[src/sv/arpns_pkg.sv]
package arpns_pkg;

  // operation codes of an input word
  typedef enum logic [1:0] {
    OP_NOTE_ON  = 2'd0,
    OP_NOTE_OFF = 2'd1,
    OP_STEP     = 2'd2,
    OP_CLEAR    = 2'd3
  } op_t;

  typedef struct packed {
    op_t        op;
    logic [6:0] key;
    logic [6:0] strike;
  } in_word_t;

  typedef struct packed {
    logic [6:0] out_note;
    logic [6:0] out_velocity;
    logic       last;
  } out_word_t;

  // register indexes
  localparam logic [1:0] REG_PATTERN  = 2'd0;
  localparam logic [1:0] REG_OCTAVES  = 2'd1;
  localparam logic [1:0] REG_VELOCITY = 2'd2;
  localparam logic [1:0] REG_LATCH    = 2'd3;

  // pattern modes
  localparam logic [3:0] MODE_UP       = 4'd0;
  localparam logic [3:0] MODE_DOWN     = 4'd1;
  localparam logic [3:0] MODE_UPDOWN   = 4'd2;
  localparam logic [3:0] MODE_DOWNUP   = 4'd3;
  localparam logic [3:0] MODE_UPDOWN_I = 4'd4;
  localparam logic [3:0] MODE_CONVERGE = 4'd5;
  localparam logic [3:0] MODE_DIVERGE  = 4'd6;
  localparam logic [3:0] MODE_PLAYED   = 4'd7;
  localparam logic [3:0] MODE_CHORD    = 4'd8;

  // velocity rules
  localparam logic [1:0] VEL_FIXED  = 2'd1;
  localparam logic [1:0] VEL_ACCENT = 2'd2;

  localparam logic [6:0] NOTE_MAX      = 7'd127;
  localparam logic [6:0] VEL_FIXED_VAL = 7'd100;
  localparam logic [6:0] VEL_ACCENT_HI = 7'd127;
  localparam logic [6:0] VEL_ACCENT_LO = 7'd88;
  localparam logic [7:0] SEMITONES     = 8'd12;
  localparam int         MAX_RESULTS   = 32;
  localparam int         DIV_BITS      = 32;

  typedef enum logic [2:0] {
    ST_IDLE,
    ST_DIV1,
    ST_POS,
    ST_DIV2,
    ST_EMIT,
    ST_CHORD
  } state_t;

  // ranking control shared by all cells
  typedef struct packed {
    logic rank_load;
    logic rank_run;
  } cell_ctl_t;

endpackage

[src/sv/arpns_cell.sv]
module arpns_cell import arpns_pkg::*; #(
  parameter int RW = 5
) (
  input  logic          clk,
  input  cell_ctl_t     ctl,
  input  logic          wr_key,
  input  logic          wr_strike,
  input  logic          take_next,
  input  logic [6:0]    new_key,
  input  logic [6:0]    new_strike,
  input  logic [6:0]    nb_key,
  input  logic [6:0]    nb_strike,
  input  logic          own_valid,
  input  logic [6:0]    probe_key_in,
  input  logic          probe_vld_in,
  output logic [6:0]    probe_key,
  output logic          probe_vld,
  output logic [6:0]    key,
  output logic [6:0]    strike,
  output logic [RW-1:0] rank
);

  logic [6:0]    key_r, strike_r, probe_key_r;
  logic          probe_vld_r;
  logic [RW-1:0] rank_r;

  // held note, written in place or shifted down from the neighbour
  always_ff @(posedge clk) begin
    if (wr_key) begin
      key_r <= new_key;
    end else if (take_next) begin
      key_r <= nb_key;
    end
    if (wr_strike) begin
      strike_r <= new_strike;
    end else if (take_next) begin
      strike_r <= nb_strike;
    end
  end

  // pitch rank: probes circulate round the ring, count the lower ones
  always_ff @(posedge clk) begin
    if (ctl.rank_load) begin
      probe_key_r <= key_r;
      probe_vld_r <= own_valid;
      rank_r      <= '0;
    end else if (ctl.rank_run) begin
      probe_key_r <= probe_key_in;
      probe_vld_r <= probe_vld_in;
      if (probe_vld_in && (probe_key_in < key_r)) begin
        rank_r <= rank_r + 1'b1;
      end
    end
  end

  assign probe_key = probe_key_r;
  assign probe_vld = probe_vld_r;
  assign key       = key_r;
  assign strike    = strike_r;
  assign rank      = rank_r;

endmodule

[src/sv/arpns_div.sv]
module arpns_div import arpns_pkg::*; #(
  parameter int LW = 10
) (
  input  logic                clk,
  input  logic                rst_n,
  input  logic                start,
  input  logic [DIV_BITS-1:0] dividend,
  input  logic [LW-1:0]       divisor,
  output logic                busy,
  output logic [DIV_BITS-1:0] quot,
  output logic [LW-1:0]       rem
);

  localparam int CNTW = $clog2(DIV_BITS);

  logic [DIV_BITS-1:0] dvd_r;
  logic [LW-1:0]       rem_r, dvs_r;
  logic [CNTW-1:0]     cnt_r;
  logic                busy_r;
  logic [LW:0]         trial;
  logic                ge;

  // restoring division, one quotient bit a cycle
  assign trial = {rem_r, dvd_r[DIV_BITS-1]};
  assign ge    = trial >= {1'b0, dvs_r};

  always_ff @(posedge clk) begin
    if (!rst_n) begin
      busy_r <= 1'b0;
      cnt_r  <= '0;
    end else if (start) begin
      busy_r <= 1'b1;
      cnt_r  <= '0;
    end else if (busy_r) begin
      cnt_r <= cnt_r + 1'b1;
      if (cnt_r == CNTW'(DIV_BITS - 1)) begin
        busy_r <= 1'b0;
      end
    end
  end

  always_ff @(posedge clk) begin
    if (start) begin
      dvd_r <= dividend;
      dvs_r <= divisor;
      rem_r <= '0;
    end else if (busy_r) begin
      rem_r <= ge ? LW'(trial - {1'b0, dvs_r}) : trial[LW-1:0];
      dvd_r <= {dvd_r[DIV_BITS-2:0], ge};
    end
  end

  assign busy = busy_r;
  assign quot = dvd_r;
  assign rem  = rem_r;

endmodule

[src/sv/arpeggiator_note_selector.sv]
// Arpeggiator note selector. Note-on, note-off and clear words are done in
// the idle state. A step word runs a shared bit-serial divider twice (step
// count modulo pattern length, then position by held-note count) while pitch
// ranks are found by passing each held key once round the ring of MAX_HELD
// note cells. A chord step gives one note a cycle while the output register
// is free, up to 32 notes. Results wait in an output register; the next
// input word is taken once the current one has handed over its last result.
module arpeggiator_note_selector import arpns_pkg::*; #(
  parameter int MAX_HELD = 32
) (
  input  logic      clk,
  input  logic      rst_n,
  input  logic      in_valid,
  output logic      in_ready,
  input  in_word_t  in_data,
  output logic      out_valid,
  input  logic      out_ready,
  output out_word_t out_data,
  input  logic      cfg_we,
  input  logic [1:0] cfg_index,
  input  logic [3:0] cfg_data
);

  localparam int IW = (MAX_HELD > 1) ? $clog2(MAX_HELD) : 1;
  localparam int CW = $clog2(MAX_HELD + 1);
  localparam int SW = $clog2(MAX_HELD * 7 + 1);
  localparam int LW = $clog2(2 * MAX_HELD * 7 + 1);

  state_t state_r, state_nxt;

  logic [3:0]  pattern_mode_r;
  logic [2:0]  octave_span_r;
  logic [1:0]  velocity_rule_r;
  logic        latch_on_r;
  logic [CW-1:0] cnt_r, cnt_nxt;
  logic [31:0] step_count_r;
  logic        chord_down_r;
  logic        accent_r;
  logic [IW-1:0] cidx_r;
  logic        rank_busy_r;
  logic [IW-1:0] rk_cnt_r;
  logic        out_valid_r;
  out_word_t   out_word_r;

  // cell ring
  logic [6:0]    c_key [MAX_HELD];
  logic [6:0]    c_strike [MAX_HELD];
  logic [IW-1:0] c_rank [MAX_HELD];
  logic [6:0]    p_key [MAX_HELD];
  logic          p_vld [MAX_HELD];
  logic [MAX_HELD-1:0] wr_key_v, wr_strike_v, take_next_v, valid_v, match_v;
  cell_ctl_t     cell_ctl;
  logic [6:0]    strike_fix;
  logic [CW-1:0] cmp_cnt;

  for (genvar i = 0; i < MAX_HELD; i++) begin : g_cell
    localparam int PREV = (i + MAX_HELD - 1) % MAX_HELD;
    localparam int NEXT = (i + 1 < MAX_HELD) ? i + 1 : i;
    assign valid_v[i] = CW'(i) < cnt_r;
    arpns_cell #(.RW(IW)) u_cell (
      .clk          (clk),
      .ctl          (cell_ctl),
      .wr_key       (wr_key_v[i]),
      .wr_strike    (wr_strike_v[i]),
      .take_next    (take_next_v[i]),
      .new_key      (in_data.key),
      .new_strike   (strike_fix),
      .nb_key       (c_key[NEXT]),
      .nb_strike    (c_strike[NEXT]),
      .own_valid    (valid_v[i]),
      .probe_key_in (p_key[PREV]),
      .probe_vld_in (p_vld[PREV]),
      .probe_key    (p_key[i]),
      .probe_vld    (p_vld[i]),
      .key          (c_key[i]),
      .strike       (c_strike[i]),
      .rank         (c_rank[i])
    );
  end

  // divider
  logic                div_start, div_busy;
  logic [DIV_BITS-1:0] div_dvd, div_quot;
  logic [LW-1:0]       div_dvs, div_rem;

  arpns_div #(.LW(LW)) u_div (
    .clk      (clk),
    .rst_n    (rst_n),
    .start    (div_start),
    .dividend (div_dvd),
    .divisor  (div_dvs),
    .busy     (div_busy),
    .quot     (div_quot),
    .rem      (div_rem)
  );

  // pattern geometry
  logic [2:0]    oct;
  logic [SW-1:0] span;
  logic [LW-1:0] span_l, len, pos, step_v, half, c_l;

  assign oct    = (octave_span_r == 3'd0) ? 3'd1 : octave_span_r;
  assign span   = SW'(cnt_r) * SW'(oct);
  assign span_l = LW'(span);

  always_comb begin
    unique case (pattern_mode_r)
      MODE_UPDOWN, MODE_DOWNUP: len = (span_l > LW'(1)) ? (span_l << 1) - LW'(2) : LW'(1);
      MODE_UPDOWN_I:            len = span_l << 1;
      default:                  len = span_l;
    endcase
  end

  // position within the pattern from the step
  logic [LW-1:0] up;
  always_comb begin
    step_v = div_rem;
    half   = step_v >> 1;
    c_l    = span_l >> 1;
    up     = (step_v < span_l) ? step_v : (span_l << 1) - LW'(2) - step_v;
    unique case (pattern_mode_r)
      MODE_DOWN:     pos = span_l - LW'(1) - step_v;
      MODE_UPDOWN:   pos = up;
      MODE_DOWNUP:   pos = span_l - LW'(1) - up;
      MODE_UPDOWN_I: pos = (step_v < span_l) ? step_v : (span_l << 1) - LW'(1) - step_v;
      MODE_CONVERGE: pos = step_v[0] ? span_l - LW'(1) - half : half;
      MODE_DIVERGE: begin
        if (!step_v[0]) begin
          pos = c_l + half;
        end else if (half + LW'(1) > c_l) begin
          pos = span_l - LW'(1);
        end else begin
          pos = c_l - LW'(1) - half;
        end
      end
      default:       pos = step_v;
    endcase
  end

  // read port over the cells
  logic          use_rank;
  logic [IW-1:0] target;
  logic [6:0]    sel_key, sel_strike;
  always_comb begin
    sel_key    = '0;
    sel_strike = '0;
    for (int i = 0; i < MAX_HELD; i++) begin
      if (valid_v[i] && (use_rank ? (c_rank[i] == target) : (IW'(i) == target))) begin
        sel_key    = sel_key | c_key[i];
        sel_strike = sel_strike | c_strike[i];
      end
    end
  end

  logic [7:0] note_sum;
  logic [6:0] note_out, vel_out;
  logic       accent_now;
  assign note_sum = 8'(sel_key) + 8'(div_quot[3:0]) * SEMITONES;
  assign note_out = (state_r == ST_CHORD) ? sel_key
                  : ((note_sum > 8'(NOTE_MAX)) ? NOTE_MAX : note_sum[6:0]);
  assign accent_now = (state_r == ST_CHORD) ? !step_count_r[0] : accent_r;
  always_comb begin
    unique case (velocity_rule_r)
      VEL_FIXED:  vel_out = VEL_FIXED_VAL;
      VEL_ACCENT: vel_out = accent_now ? VEL_ACCENT_HI : VEL_ACCENT_LO;
      default:    vel_out = sel_strike;
    endcase
  end

  logic out_free, out_load, chord_last, in_acc;
  assign out_free   = !out_valid_r || out_ready;
  assign chord_last = (32'(cidx_r) + 32'd1 == 32'(cnt_r)) ||
                      (32'(cidx_r) + 32'd1 == MAX_RESULTS);
  assign in_ready   = (state_r == ST_IDLE);
  assign in_acc     = in_valid && in_ready;
  assign strike_fix = (in_data.strike == 7'd0) ? 7'd1 : in_data.strike;
  assign cmp_cnt    = (in_data.op == OP_NOTE_ON && latch_on_r && !chord_down_r) ? '0 : cnt_r;

  // key match against the held table
  always_comb begin
    for (int i = 0; i < MAX_HELD; i++) begin
      match_v[i] = (CW'(i) < cmp_cnt) && (c_key[i] == in_data.key);
    end
  end

  // next state, table updates and strobes
  always_comb begin
    logic acc;
    acc         = 1'b0;
    state_nxt   = state_r;
    cnt_nxt     = cnt_r;
    wr_key_v    = '0;
    wr_strike_v = '0;
    take_next_v = '0;
    cell_ctl    = '0;
    div_start   = 1'b0;
    div_dvd     = step_count_r;
    div_dvs     = len;
    use_rank    = 1'b0;
    target      = cidx_r;
    out_load    = 1'b0;
    cell_ctl.rank_run = rank_busy_r;
    unique case (state_r)
      ST_IDLE: begin
        if (in_acc) begin
          unique case (in_data.op)
            OP_NOTE_ON: begin
              cnt_nxt = cmp_cnt;
              if (|match_v) begin
                wr_strike_v = match_v;
              end else if (cmp_cnt < CW'(MAX_HELD)) begin
                for (int i = 0; i < MAX_HELD; i++) begin
                  wr_key_v[i]    = (CW'(i) == cmp_cnt);
                  wr_strike_v[i] = (CW'(i) == cmp_cnt);
                end
                cnt_nxt = cmp_cnt + 1'b1;
              end
            end
            OP_NOTE_OFF: begin
              if (!latch_on_r && (|match_v)) begin
                for (int i = 0; i < MAX_HELD; i++) begin
                  acc            = acc | match_v[i];
                  take_next_v[i] = acc;
                end
                cnt_nxt = cnt_r - 1'b1;
              end
            end
            OP_STEP: begin
              if (cnt_r != '0) begin
                if (pattern_mode_r == MODE_CHORD) begin
                  state_nxt = ST_CHORD;
                end else begin
                  div_start          = 1'b1;
                  cell_ctl.rank_load = 1'b1;
                  state_nxt          = ST_DIV1;
                end
              end
            end
            OP_CLEAR: cnt_nxt = '0;
          endcase
        end
      end
      ST_DIV1: begin
        if (!div_busy) begin
          state_nxt = ST_POS;
        end
      end
      ST_POS: begin
        div_start = 1'b1;
        div_dvd   = DIV_BITS'(pos);
        div_dvs   = LW'(cnt_r);
        state_nxt = ST_DIV2;
      end
      ST_DIV2: begin
        if (!div_busy) begin
          state_nxt = ST_EMIT;
        end
      end
      ST_EMIT: begin
        use_rank = (pattern_mode_r != MODE_PLAYED);
        target   = div_rem[IW-1:0];
        if (out_free && !rank_busy_r) begin
          out_load  = 1'b1;
          state_nxt = ST_IDLE;
        end
      end
      ST_CHORD: begin
        if (out_free) begin
          out_load = 1'b1;
          if (chord_last) begin
            state_nxt = ST_IDLE;
          end
        end
      end
      default: state_nxt = ST_IDLE;
    endcase
  end

  always_ff @(posedge clk) begin
    if (!rst_n) begin
      state_r <= ST_IDLE;
    end else begin
      state_r <= state_nxt;
    end
  end

  // control and state registers
  always_ff @(posedge clk) begin
    if (!rst_n) begin
      pattern_mode_r  <= MODE_UP;
      octave_span_r   <= 3'd1;
      velocity_rule_r <= 2'd0;
      latch_on_r      <= 1'b0;
      cnt_r           <= '0;
      step_count_r    <= '0;
      chord_down_r    <= 1'b0;
      cidx_r          <= '0;
      rank_busy_r     <= 1'b0;
      rk_cnt_r        <= '0;
      out_valid_r     <= 1'b0;
    end else begin
      if (cfg_we) begin
        unique case (cfg_index)
          REG_PATTERN:  pattern_mode_r  <= cfg_data;
          REG_OCTAVES:  octave_span_r   <= cfg_data[2:0];
          REG_VELOCITY: velocity_rule_r <= cfg_data[1:0];
          REG_LATCH:    latch_on_r      <= cfg_data[0];
        endcase
      end
      cnt_r <= cnt_nxt;
      if (in_acc) begin
        unique case (in_data.op)
          OP_NOTE_ON:  chord_down_r <= 1'b1;
          OP_NOTE_OFF: if (latch_on_r) chord_down_r <= 1'b0;
          OP_CLEAR: begin
            chord_down_r <= 1'b0;
            step_count_r <= '0;
          end
          default: ;
        endcase
      end
      // ring passes for ranking
      if (cell_ctl.rank_load) begin
        rank_busy_r <= (MAX_HELD > 1);
        rk_cnt_r    <= '0;
      end else if (rank_busy_r) begin
        rk_cnt_r <= rk_cnt_r + 1'b1;
        if (rk_cnt_r == IW'(MAX_HELD - 2)) begin
          rank_busy_r <= 1'b0;
        end
      end
      if (state_r == ST_IDLE) begin
        cidx_r <= '0;
      end else if (state_r == ST_CHORD && out_load) begin
        cidx_r <= cidx_r + 1'b1;
      end
      if (out_load && (state_r == ST_EMIT || chord_last)) begin
        step_count_r <= step_count_r + 32'd1;
      end
      if (out_load) begin
        out_valid_r <= 1'b1;
      end else if (out_ready) begin
        out_valid_r <= 1'b0;
      end
    end
  end

  // result word and accent flag
  always_ff @(posedge clk) begin
    if (state_r == ST_POS) begin
      accent_r <= (div_rem == '0);
    end
    if (out_load) begin
      out_word_r.out_note     <= note_out;
      out_word_r.out_velocity <= vel_out;
      out_word_r.last         <= (state_r == ST_EMIT) || chord_last;
    end
  end

  assign out_valid = out_valid_r;
  assign out_data  = out_word_r;

  a_count_bound: assert property (@(posedge clk) disable iff (!rst_n)
    cnt_r <= CW'(MAX_HELD))
    else $error("held count beyond table size");

  a_rank_ready: assert property (@(posedge clk) disable iff (!rst_n)
    (state_r == ST_EMIT && out_load) |-> !rank_busy_r)
    else $error("note picked before ranking finished");

  a_step_starts: assert property (@(posedge clk) disable iff (!rst_n)
    (in_acc && in_data.op == OP_STEP && cnt_r != '0 && pattern_mode_r != MODE_CHORD)
      |=> (state_r == ST_DIV1 && div_busy))
    else $error("step word did not start the divider");

  a_chord_count: assert property (@(posedge clk) disable iff (!rst_n)
    (state_r == ST_CHORD) |-> (32'(cidx_r) < 32'(cnt_r)))
    else $error("chord index past held notes");

endmodule
[config.mk]
export PLATFORM = sky130hd
export DESIGN_NAME = arpeggiator_note_selector
export DESIGN_NICKNAME = d
export VERILOG_FILES = /design/src/sv/arpns_pkg.sv /design/src/sv/arpns_cell.sv /design/src/sv/arpns_div.sv /design/src/sv/arpeggiator_note_selector.sv
export SDC_FILE = /design/constraint.sdc
export NUM_CORES = 2
export LEC_CHECK = 0
export ABC_AREA = 1
export BUFFER_PORTS_ARGS = -buffer_cell sky130_fd_sc_hd__buf_2
export CAP_MARGIN = 10
export CORE_MARGIN = 2
export CORE_UTILIZATION = 50
export CTS_BUF_LIST = sky130_fd_sc_hd__clkbuf_16
export DETAILED_ROUTE_END_ITERATION = 12
export PLACE_DENSITY = 0.65
export SETUP_SLACK_MARGIN = 0.4
export SLEW_MARGIN = 30
export SYNTH_ARGS = -nofsm -noshare
export SYNTH_HDL_FRONTEND = slang
export SYNTH_SLANG_ARGS = --single-unit
export TNS_END_PERCENT = 10
[constraint.sdc]
create_clock -name clk -period 10.25 [get_ports clk]
set_input_delay 1.025 -clock clk [delete_from_list [all_inputs] [get_ports clk]]
set_output_delay 1.025 -clock clk [all_outputs]
set_load 0.02 [all_outputs]
==> impl_summary.log <==
INFO  metric synthesis.yosys.warnings = 0
INFO  metric worst_setup_path_end_kind = flop
INFO  metric ctsHoldBuffers = 0
INFO  metric routed_wirelength = 263000 um
INFO  metric port_buffer_cells = 43
INFO  metric drt_iter0_drc = between 8000 and 9000
INFO  metric placedInstanceArea = between 0.06 and 0.07 mm2
INFO  metric launching_point_of_the_worst_reg2reg_path = state_r[0]$_SDFFE_PN0P_
INFO  metric areaGrowthSynthToFinish = 8.35%
INFO  metric worst_pin_slew = roughly 1200 ps
INFO  metric multi_input_comb_area = a little over 0.03 mm2
INFO  metric design.die.area = approximately 0.13 mm2
INFO  metric cts-htree-levels = 3
INFO  metric vdd_ir_drop_max = 0.000174 V
INFO  metric ant_nets = 0
INFO  metric grt_pass1_vias = around 55000
INFO  metric synth_nets = between 8000 and 9000
INFO  metric critical_path_cell_list = nor2_1 > nand2_1 > nand2_1 > o21ai_4 > buf_4 > clkinv_1 > o21ai_0 > nand2_1 > nor2_1 > nand3_1 > o21ai_0 > nor2_1 > nand2_1 > nor2_1 > nand3_1 > ha_1 > a21oi_1 > o21ai_0 > a21oi_1 > xor2_1 > nand2_1 > o21ai_0 > nor3_1 > nand3_1
INFO  metric fillers = around 12000
INFO  metric layout_worst_path_cycle_share = 0.744
INFO  metric timing.critical_path.from = state_r[0]$_SDFFE_PN0P_
INFO  metric timing.max_slew.rel_slack = 0.229
INFO  metric stdcell_area = 0.0684 mm2
INFO  metric power.static_leakage = 29.3 nW
INFO  metric ff2ff_setup_slack = between 2000 and 3000 ps
INFO  metric final-seq-area = ~0.028 mm2
INFO  metric r2r.worst_path.cells = 24
INFO  metric final.setup.worst_slack = around 2600 ps
INFO  metric drt-vias-per-instance = 6.09
INFO  metric cpMaxStageDelayCell = sky130_fd_sc_hd__nor2_1
INFO  metric period_needed = roughly 7600 ps
INFO  metric r2r_end = out_data[9]$_DFFE_PP_
INFO  metric mapped_avg_cell_area = roughly 8 um2
INFO  metric grt.overflow.total = 0
INFO  metric element_type_at_the_critical_path_start = flop
INFO  metric initial_utilization = 0.503
INFO  metric total_power_draw = roughly 15 mW
INFO  metric floorplan.core_area = around 0.13 mm2
INFO  metric dominantRegCellSynth = sky130_fd_sc_hd__edfxtp_1
INFO  metric grt_antenna_before_repair = 21
INFO  metric synth_edf_count = roughly 760
INFO  metric all_layer_global_routing_usage = 0.396
INFO  metric critPathMostFrequentCell = sky130_fd_sc_hd__nand2_1
INFO  metric timing_worst_setup_path_type = flop to flop
INFO  metric synth-seq-cells = 1000
INFO  metric worst_skew_pair.late_latency = 770 ps
INFO  metric io_pins = 44
INFO  metric largest_net_degree_at_the_start_of_global_routing = around 150
INFO  metric worst_clock_skew = a little under 40 ps
INFO  metric gp_congestion = between 1 and 1.5
INFO  metric dp_hpwl = between 150000 and 200000 um
INFO  metric mostFrequentLayoutCells = sky130_fd_sc_hd__nand2_1, sky130_fd_sc_hd__o21ai_0, sky130_fd_sc_hd__inv_1
INFO  metric cts-root-buf = sky130_fd_sc_hd__clkbuf_16
INFO  metric endpoint = out_data[9]$_DFFE_PP_
INFO  metric place_inst = 9563
INFO  metric cts_setup_buffers = 0
INFO  metric setup_repair_after_global_routing_missed_its_margin = false
INFO  metric tritoncts_clock_tree = yes
INFO  metric layout.cells.most_common = sky130_fd_sc_hd__nand2_1
INFO  metric post_synth_inst_count = 8107
INFO  metric drt_first_pass_iters = 9
INFO  metric synth-seq-area-share = 0.438
INFO  metric chip_width = between 300 and 400 um
INFO  metric holdCritPathClass = flop to flop
INFO  metric synthArstFlopShare = 0
INFO  metric number_of_distinct_library_cell_variants_in_the_gate_level_netlist_after_synthesis = 62
INFO  metric timing.critical_path.slowest_cell_delay = a little under 900 ps
INFO  metric final_core_util = 0.545
INFO  metric final_hold_viol_count = 0
INFO  metric aggregate_negative_setup_slack = 0 ps
INFO  metric tritoncts.num_buffers = ~110
INFO  metric timing.max_cap.violations = 0
INFO  metric final_max_slew_viol_count = 0
INFO  metric crit_path_max_fanout = 34
INFO  metric worst_ep_required = 10860 ps
INFO  metric finalSetupViolCount = 0
INFO  metric hold_slack = roughly 440 ps
INFO  metric routed_wire_length_per_instance = ~27 um
INFO  metric drive_gt1_frac = 0.0504
INFO  metric drcViolationCount = 0
INFO  metric worst_setup_hold_path_clk_slew = roughly 60 ps
INFO  metric layoutNonFillerInstCount = between 9000 and 10000
INFO  metric die-height = about 360 um
INFO  metric syn-cell-area = ~0.063 mm2
INFO  metric status = finished, final reports clean
INFO  metric powerDensity = between 200 and 250 mW/mm2
INFO  metric max_clock_freq = approximately 130 MHz
INFO  metric cts-root-to-sink-buffers = 3
INFO  metric rows = 130
INFO  metric post-place-ws = between 2000 and 3000 ps
INFO  metric clock-sinks = 1000
INFO  metric layout.nets = ~8400
INFO  metric post_cts_resize_count = 0
INFO  metric cp_data_arrival_time = a little over 8000 ps
INFO  metric via_count = between 50000 and 60000
INFO  metric grt_pass1_wl = about 370000 um
final cells by class:
class | instances | area share
clock buffers | 114 | 0.0417
inverters | 972 | 0.0535
well taps | 1650 | 0.0302
flip-flops and latches | 1000 | 0.404
multi-input cells | 5815 | 0.448
diodes | 12 | 0.000439
repair buffers | 126 | 0.0125
clock inverters | 96 | 0.00975
state kept, by name (all words and copies together), names as in the netlist, 2 cells and up:
signal / count
cidx_r: 5
cnt_r: 6
g_cell.u_cell.key: 224
g_cell.u_cell.probe_key: 224
g_cell.u_cell.probe_vld: 32
g_cell.u_cell.rank: 160
g_cell.u_cell.strike: 224
octave_span_r: 3
out_data: 15
pattern_mode_r: 4
rk_cnt_r: 5
state_r: 3
step_count_r: 32
u_div.cnt_r: 5
u_div.dvs_r: 9
u_div.quot: 32
u_div.rem: 9
velocity_rule_r: 2
metal layers:
| layer | GRT usage | wire (um) | vias to the layer above |
|---|---|---|---|
| li1 | - | - | 27000 |
| met1 | 0.516 | 101000 | 28000 |
| met2 | 0.585 | 109000 | 3723 |
| met3 | 0.104 | 31900 | 879 |
| met4 | 0.250 | 20200 | 20 |
| met5 | 0 | 139 | - |
synth_stat cells, drive strengths merged (5+ instances only):
library cell / count / share of area
buf: 106 / 0.0092
a221oi: 6 / 0.00083
nand2: 1971 / 0.12
nand4: 207 / 0.021
nand3b: 8 / 0.00095
clkinv: 16 / 0.00095
nor2: 768 / 0.047
o211ai: 44 / 0.0052
o21ai: 1070 / 0.085
nor4: 15 / 0.0015
a31oi: 19 / 0.0019
o21bai: 6 / 0.00071
nand3: 382 / 0.032
a22oi: 7 / 0.00083
a211oi: 6 / 0.00071
clkbuf: 214 / 0.013
dfxtp: 239 / 0.076
inv: 956 / 0.057
o22ai: 53 / 0.0053
xnor2: 131 / 0.018
xor2: 182 / 0.025
edfxtp: 761 / 0.36
ha: 323 / 0.064
a21oi: 409 / 0.032
or2: 12 / 0.0012
nor3: 140 / 0.011
fa: 14 / 0.0044
a2111oi: 5 / 0.00069
where the power goes:
group | switching [mW] | internal [mW] | total (mW)
logic | 4.18 | 1.59 | 5.76
registers | 0.411 | 4.93 | 5.34
clock network | 1.83 | 2.17 | 4.00
total | 6.42 | 8.69 | 15.1
worst max-delay path: cells and delay by family, from the launching register on:
family	cells	cell delay, ps
adder cells (fa/ha/maj)	1	280
XOR/XNOR	1	410
AND/OR/NAND/NOR	13	3630
buffers and inverters	2	1240
AO/OA/AOI/OAI	7	1470
flip-flops	1	390
cell families after synthesis:
group,after synthesis,share of synthesized area
fa+ha+maj,337,0.0685
xor+xnor,313,0.0434
flops,1000,0.438
buf+inv,1292,0.0798
simple gates,3512,0.233
compound gates,1652,0.137
mux,1,0.000159
worst min path at each step:
stage | startpoint | to | slack [ps] | depth (start not counted)
2_1_floorplan | g_cell[0].u_cell.rank[4]$_SDFFE_PP0P_ | g_cell[0].u_cell.rank[4]$_SDFFE_PP0P_ | 420 | 1
3_3_place_gp | g_cell[27].u_cell.rank[4]$_SDFFE_PP0P_ | g_cell[27].u_cell.rank[4]$_SDFFE_PP0P_ | 430 | 1
3_5_place_dp | g_cell[0].u_cell.rank[4]$_SDFFE_PP0P_ | g_cell[0].u_cell.rank[4]$_SDFFE_PP0P_ | 440 | 1
4_1_cts | g_cell[0].u_cell.rank[4]$_SDFFE_PP0P_ | g_cell[0].u_cell.rank[4]$_SDFFE_PP0P_ | 450 | 1
5_1_grt | g_cell[0].u_cell.rank[4]$_SDFFE_PP0P_ | g_cell[0].u_cell.rank[4]$_SDFFE_PP0P_ | 460 | 1
6_report | g_cell[27].u_cell.rank[4]$_SDFFE_PP0P_ | g_cell[27].u_cell.rank[4]$_SDFFE_PP0P_ | 440 | 1
No activity file was read; power rests on OpenSTA's default activity.
